<file path="config.mk">
export PLATFORM = sky130hd
export DESIGN_NAME = ultrasonic_range_proximity_detector_top_flat
export DESIGN_NICKNAME = d
export VERILOG_FILES = /design/src/urpd_pkg.sv /design/src/urpd_if.sv /design/src/urpd_div.sv /design/src/ultrasonic_range_proximity_detector_top.sv /design/src/flat_wrapper.sv
export SDC_FILE = /design/constraint.sdc
export NUM_CORES = 1
export LEC_CHECK = 0
export BUFFER_PORTS_ARGS = -buffer_cell sky130_fd_sc_hd__clkbuf_2
export CORE_MARGIN = 2
export CORE_UTILIZATION = 41
export DETAILED_ROUTE_END_ITERATION = 7
export PLACE_DENSITY = 0.65
export SLEW_MARGIN = 10
export SYNTH_ARGS = -nofsm -noshare
export SYNTH_HDL_FRONTEND = slang
export SYNTH_SLANG_ARGS = --single-unit
</file>
<file path="constraint.sdc">
create_clock -name clk -period 11.36 [get_ports clk]
set_input_delay 1.136 -clock clk [delete_from_list [all_inputs] [get_ports clk]]
set_output_delay 1.136 -clock clk [all_outputs]
set_load 0.03 [all_outputs]
</file>
<file path="src/urpd_pkg.sv">
// Shared widths, register indexes, reset values and types for the ultrasonic
// range proximity detector. No dependencies.
`default_nettype none

package urpd_pkg;

	// Elapsed-microsecond counter width (default of the top-level parameter)
	localparam int COUNTER_WIDTH_DEF = 16;

	// Field widths
	localparam int PERIOD_W   = 16;
	localparam int TRIGW_W    = 8;
	localparam int DIVISOR_W  = 10;
	localparam int THRESH_W   = 10;
	localparam int DIST_W     = 16;
	localparam int CFG_IDX_W  = 3;
	localparam int CFG_DATA_W = 16;

	// Register indexes
	localparam logic [CFG_IDX_W-1:0] REG_PERIOD     = 3'd0;
	localparam logic [CFG_IDX_W-1:0] REG_TRIG_WIDTH = 3'd1;
	localparam logic [CFG_IDX_W-1:0] REG_US_PER_UNIT = 3'd2;
	localparam logic [CFG_IDX_W-1:0] REG_NEAR_THR   = 3'd3;
	localparam logic [CFG_IDX_W-1:0] REG_FAR_THR    = 3'd4;
	localparam logic [CFG_IDX_W-1:0] REG_OUTLIER    = 3'd5;

	// Register reset values
	localparam logic [PERIOD_W-1:0]  PERIOD_RST      = 16'd60000;
	localparam logic [TRIGW_W-1:0]   TRIG_WIDTH_RST  = 8'd10;
	localparam logic [DIVISOR_W-1:0] US_PER_UNIT_RST = 10'd148;
	localparam logic [THRESH_W-1:0]  NEAR_THR_RST    = 10'd13;
	localparam logic [THRESH_W-1:0]  FAR_THR_RST     = 10'd20;
	localparam logic [THRESH_W-1:0]  OUTLIER_RST     = 10'd5;

	localparam logic [DIST_W-1:0] DIST_MAX = '1;

	// Divider status toward the controller
	typedef struct packed {
		logic busy;
		logic done;
	} div_stat_t;

endpackage

`default_nettype wire

</file>
<file path="src/urpd_if.sv">
// Handshake channels of the detector: tick input, result output, config writes.
// Depends on urpd_pkg for payload widths.
`default_nettype none

interface urpd_tick_if;
	logic valid;
	logic ready;
	logic echo_level;
	modport source(output valid, output echo_level, input ready);
	modport sink(input valid, input echo_level, output ready);
endinterface

interface urpd_result_if;
	logic                        valid;
	logic                        ready;
	logic                        trigger_level;
	logic                        event_valid;
	logic                        event_kind;
	logic [urpd_pkg::DIST_W-1:0] distance;
	modport source(output valid, output trigger_level, output event_valid,
		output event_kind, output distance, input ready);
	modport sink(input valid, input trigger_level, input event_valid,
		input event_kind, input distance, output ready);
endinterface

interface urpd_cfg_if;
	logic                            valid;
	logic                            ready;
	logic [urpd_pkg::CFG_IDX_W-1:0]  index;
	logic [urpd_pkg::CFG_DATA_W-1:0] data;
	modport source(output valid, output index, output data, input ready);
	modport sink(input valid, input index, input data, output ready);
endinterface

`default_nettype wire

</file>
<file path="src/urpd_div.sv">
// Bit-serial restoring divider: one quotient bit per cycle.
// Depends on urpd_pkg for the divisor width and the status struct.
`default_nettype none

module urpd_div #(
	parameter int DIVIDEND_W = urpd_pkg::COUNTER_WIDTH_DEF
) (
	input  wire                             clk,
	input  wire                             arst_n,
	input  wire                             start,
	input  wire  [DIVIDEND_W-1:0]           dividend,
	input  wire  [urpd_pkg::DIVISOR_W-1:0]  divisor,
	output logic [DIVIDEND_W-1:0]           quotient,
	output urpd_pkg::div_stat_t             stat
);
	import urpd_pkg::*;

	localparam int CNT_W = $clog2(DIVIDEND_W + 1);

	logic [DIVISOR_W-1:0]  rem_q;
	logic [DIVIDEND_W-1:0] quo_q;
	logic [CNT_W-1:0]      cnt_q;
	logic                  busy_q;
	logic                  done_q;

	logic [DIVISOR_W:0]    trial;
	logic [DIVISOR_W:0]    trial_sub;
	logic                  fits;

	// One restoring step: bring down the next dividend bit, subtract if it fits
	assign trial     = {rem_q, quo_q[DIVIDEND_W-1]};
	assign trial_sub = trial - {1'b0, divisor};
	assign fits      = (trial >= {1'b0, divisor});

	// Step control
	always_ff @(posedge clk or negedge arst_n) begin
		if (!arst_n) begin
			busy_q <= 1'b0;
			done_q <= 1'b0;
			cnt_q  <= '0;
		end else begin
			done_q <= 1'b0;
			if (start) begin
				busy_q <= 1'b1;
				cnt_q  <= CNT_W'(DIVIDEND_W);
			end else if (busy_q) begin
				cnt_q <= cnt_q - 1'b1;
				if (cnt_q == CNT_W'(1)) begin
					busy_q <= 1'b0;
					done_q <= 1'b1;
				end
			end
		end
	end

	// Remainder and dividend/quotient shift register
	always_ff @(posedge clk) begin
		if (start) begin
			rem_q <= '0;
			quo_q <= dividend;
		end else if (busy_q) begin
			rem_q <= fits ? trial_sub[DIVISOR_W-1:0] : trial[DIVISOR_W-1:0];
			quo_q <= {quo_q[DIVIDEND_W-2:0], fits};
		end
	end

	assign quotient  = quo_q;
	assign stat.busy = busy_q;
	assign stat.done = done_q;

endmodule

`default_nettype wire

</file>
<file path="src/ultrasonic_range_proximity_detector_top.sv">
// Ultrasonic trigger/echo ranger with near/far hysteresis events.
// An ordinary tick's result is registered at the edge that takes the tick.
// The echo-fall tick's result passes the serial divider and the post state before it is registered.
// One tick per cycle otherwise, while the result channel is free; after an echo fall
// no tick is taken while a division runs or until its result is posted.
// Reset (arst_n, async, active low) restores registers to defaults, phase idle, not near.
`default_nettype none

module ultrasonic_range_proximity_detector_top #(
	parameter int COUNTER_WIDTH = urpd_pkg::COUNTER_WIDTH_DEF
) (
	input  wire           clk,
	input  wire           arst_n,
	urpd_tick_if.sink     tick,
	urpd_result_if.source result,
	urpd_cfg_if.sink      cfg
);
	import urpd_pkg::*;

	localparam int CW = COUNTER_WIDTH;
	localparam int XW = (CW > DIST_W) ? CW : DIST_W;
	localparam logic [CW-1:0] CNT_MAX = '1;

	// Measurement phase codes
	localparam logic [1:0] PH_IDLE = 2'd0;
	localparam logic [1:0] PH_TRIG = 2'd1;
	localparam logic [1:0] PH_WAIT = 2'd2;
	localparam logic [1:0] PH_ECHO = 2'd3;

	// Controller codes
	localparam logic [1:0] CT_RUN  = 2'd0;
	localparam logic [1:0] CT_DIV  = 2'd1;
	localparam logic [1:0] CT_POST = 2'd2;

	logic [PERIOD_W-1:0]  period_q;
	logic [TRIGW_W-1:0]   trig_width_q;
	logic [DIVISOR_W-1:0] us_per_unit_q;
	logic [THRESH_W-1:0]  near_thr_q;
	logic [THRESH_W-1:0]  far_thr_q;
	logic [THRESH_W-1:0]  outlier_q;

	logic [1:0]        phase_q;
	logic [1:0]        ctl_q;
	logic [CW-1:0]     elapsed_q;
	logic [DIST_W-1:0] prev_dist_q;
	logic              object_near_q;

	logic              out_valid_q;
	logic              out_trig_q;
	logic              out_ev_valid_q;
	logic              out_ev_kind_q;
	logic [DIST_W-1:0] out_dist_q;

	logic          tick_acc;
	logic          out_free;
	logic [CW-1:0] elapsed_inc;
	logic [1:0]    phase_nx;
	logic [CW-1:0] elapsed_nx;
	logic          div_go;

	logic [CW-1:0]     quotient;
	div_stat_t         div_stat;
	logic [XW-1:0]     quot_x;
	logic [DIST_W-1:0] dist_val;
	logic [DIST_W-1:0] diff;
	logic              in_window;
	logic              near_fire;
	logic              near_mid;
	logic              far_fire;
	logic              post_ld;

	assign out_free  = !out_valid_q || result.ready;
	assign tick.ready = (ctl_q == CT_RUN) && out_free;
	assign tick_acc  = tick.valid && tick.ready;
	assign cfg.ready = 1'b1;

	// Configuration registers
	always_ff @(posedge clk or negedge arst_n) begin
		if (!arst_n) begin
			period_q      <= PERIOD_RST;
			trig_width_q  <= TRIG_WIDTH_RST;
			us_per_unit_q <= US_PER_UNIT_RST;
			near_thr_q    <= NEAR_THR_RST;
			far_thr_q     <= FAR_THR_RST;
			outlier_q     <= OUTLIER_RST;
		end else if (cfg.valid && cfg.ready) begin
			unique case (cfg.index)
				REG_PERIOD:      period_q      <= cfg.data[PERIOD_W-1:0];
				REG_TRIG_WIDTH:  trig_width_q  <= cfg.data[TRIGW_W-1:0];
				REG_US_PER_UNIT: us_per_unit_q <= cfg.data[DIVISOR_W-1:0];
				REG_NEAR_THR:    near_thr_q    <= cfg.data[THRESH_W-1:0];
				REG_FAR_THR:     far_thr_q     <= cfg.data[THRESH_W-1:0];
				REG_OUTLIER:     outlier_q     <= cfg.data[THRESH_W-1:0];
				default: ;
			endcase
		end
	end

	// Per-tick phase step with saturating elapsed counter
	assign elapsed_inc = (elapsed_q == CNT_MAX) ? elapsed_q : elapsed_q + 1'b1;

	always_comb begin
		phase_nx   = phase_q;
		elapsed_nx = elapsed_inc;
		div_go     = 1'b0;
		unique case (phase_q)
			PH_IDLE: begin
				if (XW'(elapsed_inc) >= XW'(period_q)) begin
					elapsed_nx = '0;
					phase_nx   = PH_TRIG;
				end
			end
			PH_TRIG: begin
				if (elapsed_inc >= CW'(trig_width_q))
					phase_nx = PH_WAIT;
			end
			PH_WAIT: begin
				if (tick.echo_level) begin
					elapsed_nx = '0;
					phase_nx   = PH_ECHO;
				end
			end
			PH_ECHO: begin
				if (!tick.echo_level) begin
					phase_nx = PH_IDLE;
					div_go   = 1'b1;
				end
			end
			default: ;
		endcase
	end

	// Echo width / us_per_unit
	urpd_div #(
		.DIVIDEND_W(CW)
	) u_div (
		.clk      (clk),
		.arst_n   (arst_n),
		.start    (tick_acc && div_go),
		.dividend (elapsed_inc),
		.divisor  (us_per_unit_q),
		.quotient (quotient),
		.stat     (div_stat)
	);

	// Distance, outlier check and near/far hysteresis
	assign quot_x = XW'(quotient);
	always_comb begin
		if (us_per_unit_q == '0)
			dist_val = DIST_MAX;
		else if (quot_x > XW'(DIST_MAX))
			dist_val = DIST_MAX;
		else
			dist_val = quot_x[DIST_W-1:0];
	end

	assign diff      = (dist_val >= prev_dist_q) ? dist_val - prev_dist_q
		: prev_dist_q - dist_val;
	assign in_window = (diff <= DIST_W'(outlier_q));
	assign near_fire = in_window && (dist_val <= DIST_W'(near_thr_q)) && !object_near_q;
	assign near_mid  = object_near_q || near_fire;
	assign far_fire  = in_window && (dist_val >= DIST_W'(far_thr_q)) && near_mid;
	assign post_ld   = (ctl_q == CT_POST) && out_free;

	// Controller
	always_ff @(posedge clk or negedge arst_n) begin
		if (!arst_n) begin
			ctl_q <= CT_RUN;
		end else begin
			unique case (ctl_q)
				CT_RUN:  if (tick_acc && div_go) ctl_q <= CT_DIV;
				CT_DIV:  if (div_stat.done) ctl_q <= CT_POST;
				CT_POST: if (out_free) ctl_q <= CT_RUN;
				default: ctl_q <= CT_RUN;
			endcase
		end
	end

	// Measurement state
	always_ff @(posedge clk or negedge arst_n) begin
		if (!arst_n) begin
			phase_q       <= PH_IDLE;
			elapsed_q     <= '0;
			prev_dist_q   <= '0;
			object_near_q <= 1'b0;
		end else begin
			if (tick_acc) begin
				phase_q   <= phase_nx;
				elapsed_q <= elapsed_nx;
			end
			if (post_ld) begin
				prev_dist_q   <= dist_val;
				object_near_q <= near_mid && !far_fire;
			end
		end
	end

	// Output register
	always_ff @(posedge clk or negedge arst_n) begin
		if (!arst_n) begin
			out_valid_q <= 1'b0;
		end else if (post_ld || (tick_acc && !div_go)) begin
			out_valid_q <= 1'b1;
		end else if (result.ready) begin
			out_valid_q <= 1'b0;
		end
	end

	always_ff @(posedge clk) begin
		if (post_ld) begin
			out_trig_q     <= 1'b0;
			out_ev_valid_q <= near_fire || far_fire;
			out_ev_kind_q  <= far_fire;
			out_dist_q     <= (near_fire || far_fire) ? dist_val : '0;
		end else if (tick_acc && !div_go) begin
			out_trig_q     <= (phase_nx == PH_TRIG);
			out_ev_valid_q <= 1'b0;
			out_ev_kind_q  <= 1'b0;
			out_dist_q     <= '0;
		end
	end

	assign result.valid         = out_valid_q;
	assign result.trigger_level = out_trig_q;
	assign result.event_valid   = out_ev_valid_q;
	assign result.event_kind    = out_ev_kind_q;
	assign result.distance      = out_dist_q;

`ifndef SYNTHESIS
	// No tick is taken while a division is in flight
	a_no_tick_in_div: assert property (@(posedge clk) disable iff (!arst_n)
		div_stat.busy |-> !tick.ready)
		else $error("tick accepted during division");

	// An echo fall starts the divider on the next edge
	a_div_starts: assert property (@(posedge clk) disable iff (!arst_n)
		(tick_acc && div_go) |=> (div_stat.busy && ctl_q == CT_DIV))
		else $error("divider did not start on echo fall");

	// Events only come with the echo fall, when the trigger is low
	a_event_no_trig: assert property (@(posedge clk) disable iff (!arst_n)
		(result.valid && result.event_valid) |-> !result.trigger_level)
		else $error("event reported with trigger high");

	// Proximity state moves only when an event is posted
	a_near_moves: assert property (@(posedge clk) disable iff (!arst_n)
		(object_near_q != $past(object_near_q)) |-> ($past(post_ld)
			&& out_ev_valid_q && (out_ev_kind_q == !object_near_q)))
		else $error("proximity state changed without an event");
`endif

endmodule

`default_nettype wire

</file>
<file path="src/flat_wrapper.sv">
// flat-port wrapper written by rule: the top's interface ports become plain ports
module ultrasonic_range_proximity_detector_top_flat import urpd_pkg::*;
#(
	parameter int COUNTER_WIDTH = urpd_pkg::COUNTER_WIDTH_DEF
)
  (clk, arst_n, tick_valid, tick_echo_level, tick_ready, result_valid, result_trigger_level, result_event_valid, result_event_kind, result_distance, result_ready, cfg_valid, cfg_index, cfg_data, cfg_ready);
  urpd_tick_if tick_i ();
  urpd_result_if result_i ();
  urpd_cfg_if cfg_i ();
  input  wire clk;
  input  wire arst_n;
  input wire logic [$bits(tick_i.valid)-1:0] tick_valid;
  input wire logic [$bits(tick_i.echo_level)-1:0] tick_echo_level;
  output wire logic [$bits(tick_i.ready)-1:0] tick_ready;
  output wire logic [$bits(result_i.valid)-1:0] result_valid;
  output wire logic [$bits(result_i.trigger_level)-1:0] result_trigger_level;
  output wire logic [$bits(result_i.event_valid)-1:0] result_event_valid;
  output wire logic [$bits(result_i.event_kind)-1:0] result_event_kind;
  output wire logic [$bits(result_i.distance)-1:0] result_distance;
  input wire logic [$bits(result_i.ready)-1:0] result_ready;
  input wire logic [$bits(cfg_i.valid)-1:0] cfg_valid;
  input wire logic [$bits(cfg_i.index)-1:0] cfg_index;
  input wire logic [$bits(cfg_i.data)-1:0] cfg_data;
  output wire logic [$bits(cfg_i.ready)-1:0] cfg_ready;
  assign tick_i.valid = tick_valid;
  assign tick_i.echo_level = tick_echo_level;
  assign tick_ready = tick_i.ready;
  assign result_valid = result_i.valid;
  assign result_trigger_level = result_i.trigger_level;
  assign result_event_valid = result_i.event_valid;
  assign result_event_kind = result_i.event_kind;
  assign result_distance = result_i.distance;
  assign result_i.ready = result_ready;
  assign cfg_i.valid = cfg_valid;
  assign cfg_i.index = cfg_index;
  assign cfg_i.data = cfg_data;
  assign cfg_ready = cfg_i.ready;
  ultrasonic_range_proximity_detector_top #(.COUNTER_WIDTH(COUNTER_WIDTH)) u_core (.clk(clk), .arst_n(arst_n), .tick(tick_i), .result(result_i), .cfg(cfg_i));
endmodule
</file>
==> summary.md <==
| Metric | Value |
|---|---|
| Status | `completed` |
| Power Total | `3079 uW` |
| Hold Crit Class | `reg2reg` |
| Final min period | `7.373 ns` |
| TritonCTS clock tree | `built` |
| Most common cell in the netlist | `nand2_1` |
| Cell row count | `57` |
| Antenna fix cells | `0` |
| Initial antenna violation count | `0` |
| Crit Path Class | `reg2reg` |
| Final wirelength | `24.30 mm` |
| Main synth FF type | `dfrtp_1` |
| CP arrival | `7.63 ns` |
| Core area | `0.02411 mm2` |
| Hpwl dp | `18.89 mm` |
| I/O pin count | `47` |
| Total Nets Final | `1,270` |
| Overflow left after global routing | `0` |
| Unique cell type count in the Yosys netlist | `69` |
| Maximum VDD drop | `131.5 uV` |
| Clk pin slew, worst setup/hold paths | `0.07 ns` |
| Worst skew pair latency | `0.43 ns` |
| Syn nets | `1,240` |
| Average cell area after synthesis | `8.944 um2` |
| Initial Util | `41.33%` |
| Crit end category | `flop` |
| Post-synth EDFFs | `34` |
| Worst slew pin tran | `1.067 ns` |
| Pin count of the biggest net entering global routing | `74` |
| Max-cap violations | `0` |
| Synth Cell Area | `0.009963 mm2` |
| Hold_buf cts | `0` |
| # clock sinks | `154` |
| Die Ht | `159.9 um` |
| Clock Path Buffers | `2` |
| Clk_skew | `0.01092 ns` |
| Synth top area share | `22.60%` |
| Final period util | `64.91%` |
| Vias per inst | `5.295` |
| Reg-to-reg startpoint | `u_core.us_per_unit_q[1]$_DFFE_PN0P_` |
| Area growth syn-to-layout | `11.06%` |
| # H-tree levels | `4` |
| Final setup margin | `3.987 ns` |
| Die Area | `0.02556 mm2` |
| Worst setup path start | `u_core.us_per_unit_q[1]$_DFFE_PN0P_` |
| DR WL/cell | `16.41 um` |
| Gpl congestion | `0.8901` |
| Setup WS pre-CTS | `4.087 ns` |
| Fin. Hold Viols | `0` |
| Hold-critical path depth | `1` |
| Post-CTS setup buffers | `0` |
| Port Buffer Count | `45` |
| Synth area leader | `dfrtp_1` |
| Most frequent cells after synthesis | `nand2_1 (137), inv_1 (122), o21ai_0 (110), ha_1 (98), dfrtp_1 (90)` |
| Largest cells by area after synthesis | `dfrtp_1 (23%), ha_1 (12%), edfxtp_1 (10%)` |
| Fin Setup TNS | `0 ns` |
| Sequential share of the synthesized area | `40.07%` |
| CTS resizes | `0` |
| Crit path max fanout | `19` |
| Post-layout util | `45.90%` |
| Hold Crit Start | `u_core.u_div.done_q$_DFF_PN0_` |
| Post-route ant nets | `0` |
| Ys async rst share | `70.78%` |
| Fin. max-slew vios | `0` |
| # DRC | `0` |
| 1st-iter DRT viols | `446` |
| Hold Path Sink | `u_core.ctl_q[0]$_DFFE_PN0P_` |
| Setup Viol. Count Final | `0` |
| TritonRoute pass-1 iters | `5` |
| Layout cells sized above 1 | `12.79%` |
| Fmax | `135.6 MHz` |
| LEAKAGE | `0.005131 uW` |
| Startpoint types | `flop` |
| Die extent in x | `159.9 um` |
| Yosys reg bits | `154` |
| Slew headroom | `28.69%` |
| Total track usage | `19.78%` |
| Cts bufs inserted | `17` |
| Worst Path Required | `11.61 ns` |
| RSZ-0062 raised after global routing | `false` |
| Syn Inst Count | `1,114` |
| Worst R2R Path Depth | `25` |
| Vias post-DR | `7,842` |
| Reg2reg end | `u_core.result.distance[2]$_SDFFCE_PN0P_` |
| First-pass GRT wire length | `40.07 mm` |
| PD cells | `278.2 mW/mm2` |
| Ys Warns | `0` |
| Register-to-register setup slack | `3.99 ns` |
| Clock Root Buffer | `clkbuf_16` |
| Vias in the first global route | `7,576` |
where the power goes:
group	switching, uW	internal, uW	leakage (uW)
clock	239	318	0.000276
sequential	117	752	0.00177
combinational	996	656	0.00308
routing by layer:
| metal | vias to the layer above | GRT usage [%] | share of wire, % |
|---|---|---|---|
| met5 | - | 0 | 0 |
| met4 | 0 | 4.423 | 1.2 |
| met3 | 18 | 3.610 | 3.7 |
| met2 | 135 | 32.43 | 47 |
| met1 | 3723 | 27.39 | 48 |
| li1 | 3966 | - | - |
cells in the final DEF (no fill, tap or decap), drive strengths merged, types with 7 or more instances in the layout:
| cell type | instances |
|---|---|
| nand2 | 137 |
| inv | 128 |
| o21ai | 112 |
| ha | 98 |
| dfrtp | 90 |
| clkbuf | 65 |
| a21oi | 63 |
| nor2 | 60 |
| nor3 | 36 |
| edfxtp | 34 |
| a21o | 28 |
| nand3 | 25 |
| mux2 | 25 |
| dfstp | 19 |
| o31ai | 19 |
| xnor2 | 16 |
| nand4 | 16 |
| nand2b | 16 |
| xor2 | 13 |
| nor2b | 12 |
| dfxtp | 11 |
| and3 | 10 |
| buf | 10 |
| a211oi | 9 |
| mux2i | 8 |
| nor4 | 8 |
| o211ai | 7 |
worst max-delay path, cell delays in order (launching register included):
cell and delay, ns:
dfrtp_1 0.41, or4_1 0.49, nor4_2 0.15, buf_4 0.25
nor2_1 0.11, inv_1 0.12, ha_1 0.35, or2_4 0.29
and2_4 0.16, o221a_4 0.25, o2111a_1 0.35, nor2_1 0.74
mux2i_1 0.37, o22ai_1 0.11, a21oi_1 0.18, xnor2_1 0.09
ha_1 0.19, a21o_1 0.16, a211oi_1 0.21, o21ai_0 0.11
o21ai_0 0.31, or4b_1 0.46, nand3_1 0.09, o2111ai_1 0.19
or3_1 0.73, nor3_1 0.31
area by class of cell:
class,count,area (um2)
fillers,2377,13040
multi-input cells,795,5344
flip-flops and latches,154,3993
clock buffers,21,461.7
inverters,122,457.9
well taps,324,405.4
repair buffers,54,295.3
clock inverters,11,108.9
stage by stage:
step / hold WS (ns) / cell area (um2) / cells
after CTS: 0.4657 / 11070 / 1481
after detailed placement: 0.4554 / 10500 / 1449
after global routing: 0.4971 / 11070 / 1481
after global placement: 0.4450 / 10500 / 1449
final: 0.4577 / 11070 / 1481
after floorplan: 0.4353 / 9963 / 1114
logic make-up (layout without fill, tap and decap cells):
kind of cell	Yosys count	in the layout	synth area share [%]
AOI/OAI and AO/OA	284	284	17.62
xor gates and xnor gates	29	29	2.549
DFF	154	154	40.07
and+or+nand+nor	347	347	16.63
muxes	33	33	3.629
other	1	1	0.03764
adders and majority gates	101	101	12.91
buffers and inverters	165	208	6.555
sequential cells by signal, indices dropped and copies added (netlist names), 5 cells and up:
register                count
u_core.result.distance     16
u_core.u_div.cnt_q          5
u_core.elapsed_q           16
u_core.us_per_unit_q       10
u_core.far_thr_q           10
u_core.trig_width_q         8
u_core.u_div.quotient      16
u_core.period_q            16
u_core.prev_dist_q         16
u_core.u_div.rem_q         10
u_core.near_thr_q          10
u_core.outlier_q           10
worst max-delay path by stage:
stage	end	slack, ns
after CTS	u_core.result.distance[2]$_SDFFCE_PN0P_	4.05
final	u_core.result.distance[2]$_SDFFCE_PN0P_	3.99
after global routing	u_core.result.distance[2]$_SDFFCE_PN0P_	3.39
after global placement	u_core.object_near_q$_DFFE_PN0P_	4.22
after detailed placement	u_core.result.distance[2]$_SDFFCE_PN0P_	4.09
after floorplan	u_core.result.distance[14]$_SDFFCE_PN0P_	4.80
No activity file was read; power rests on OpenSTA's default activity.
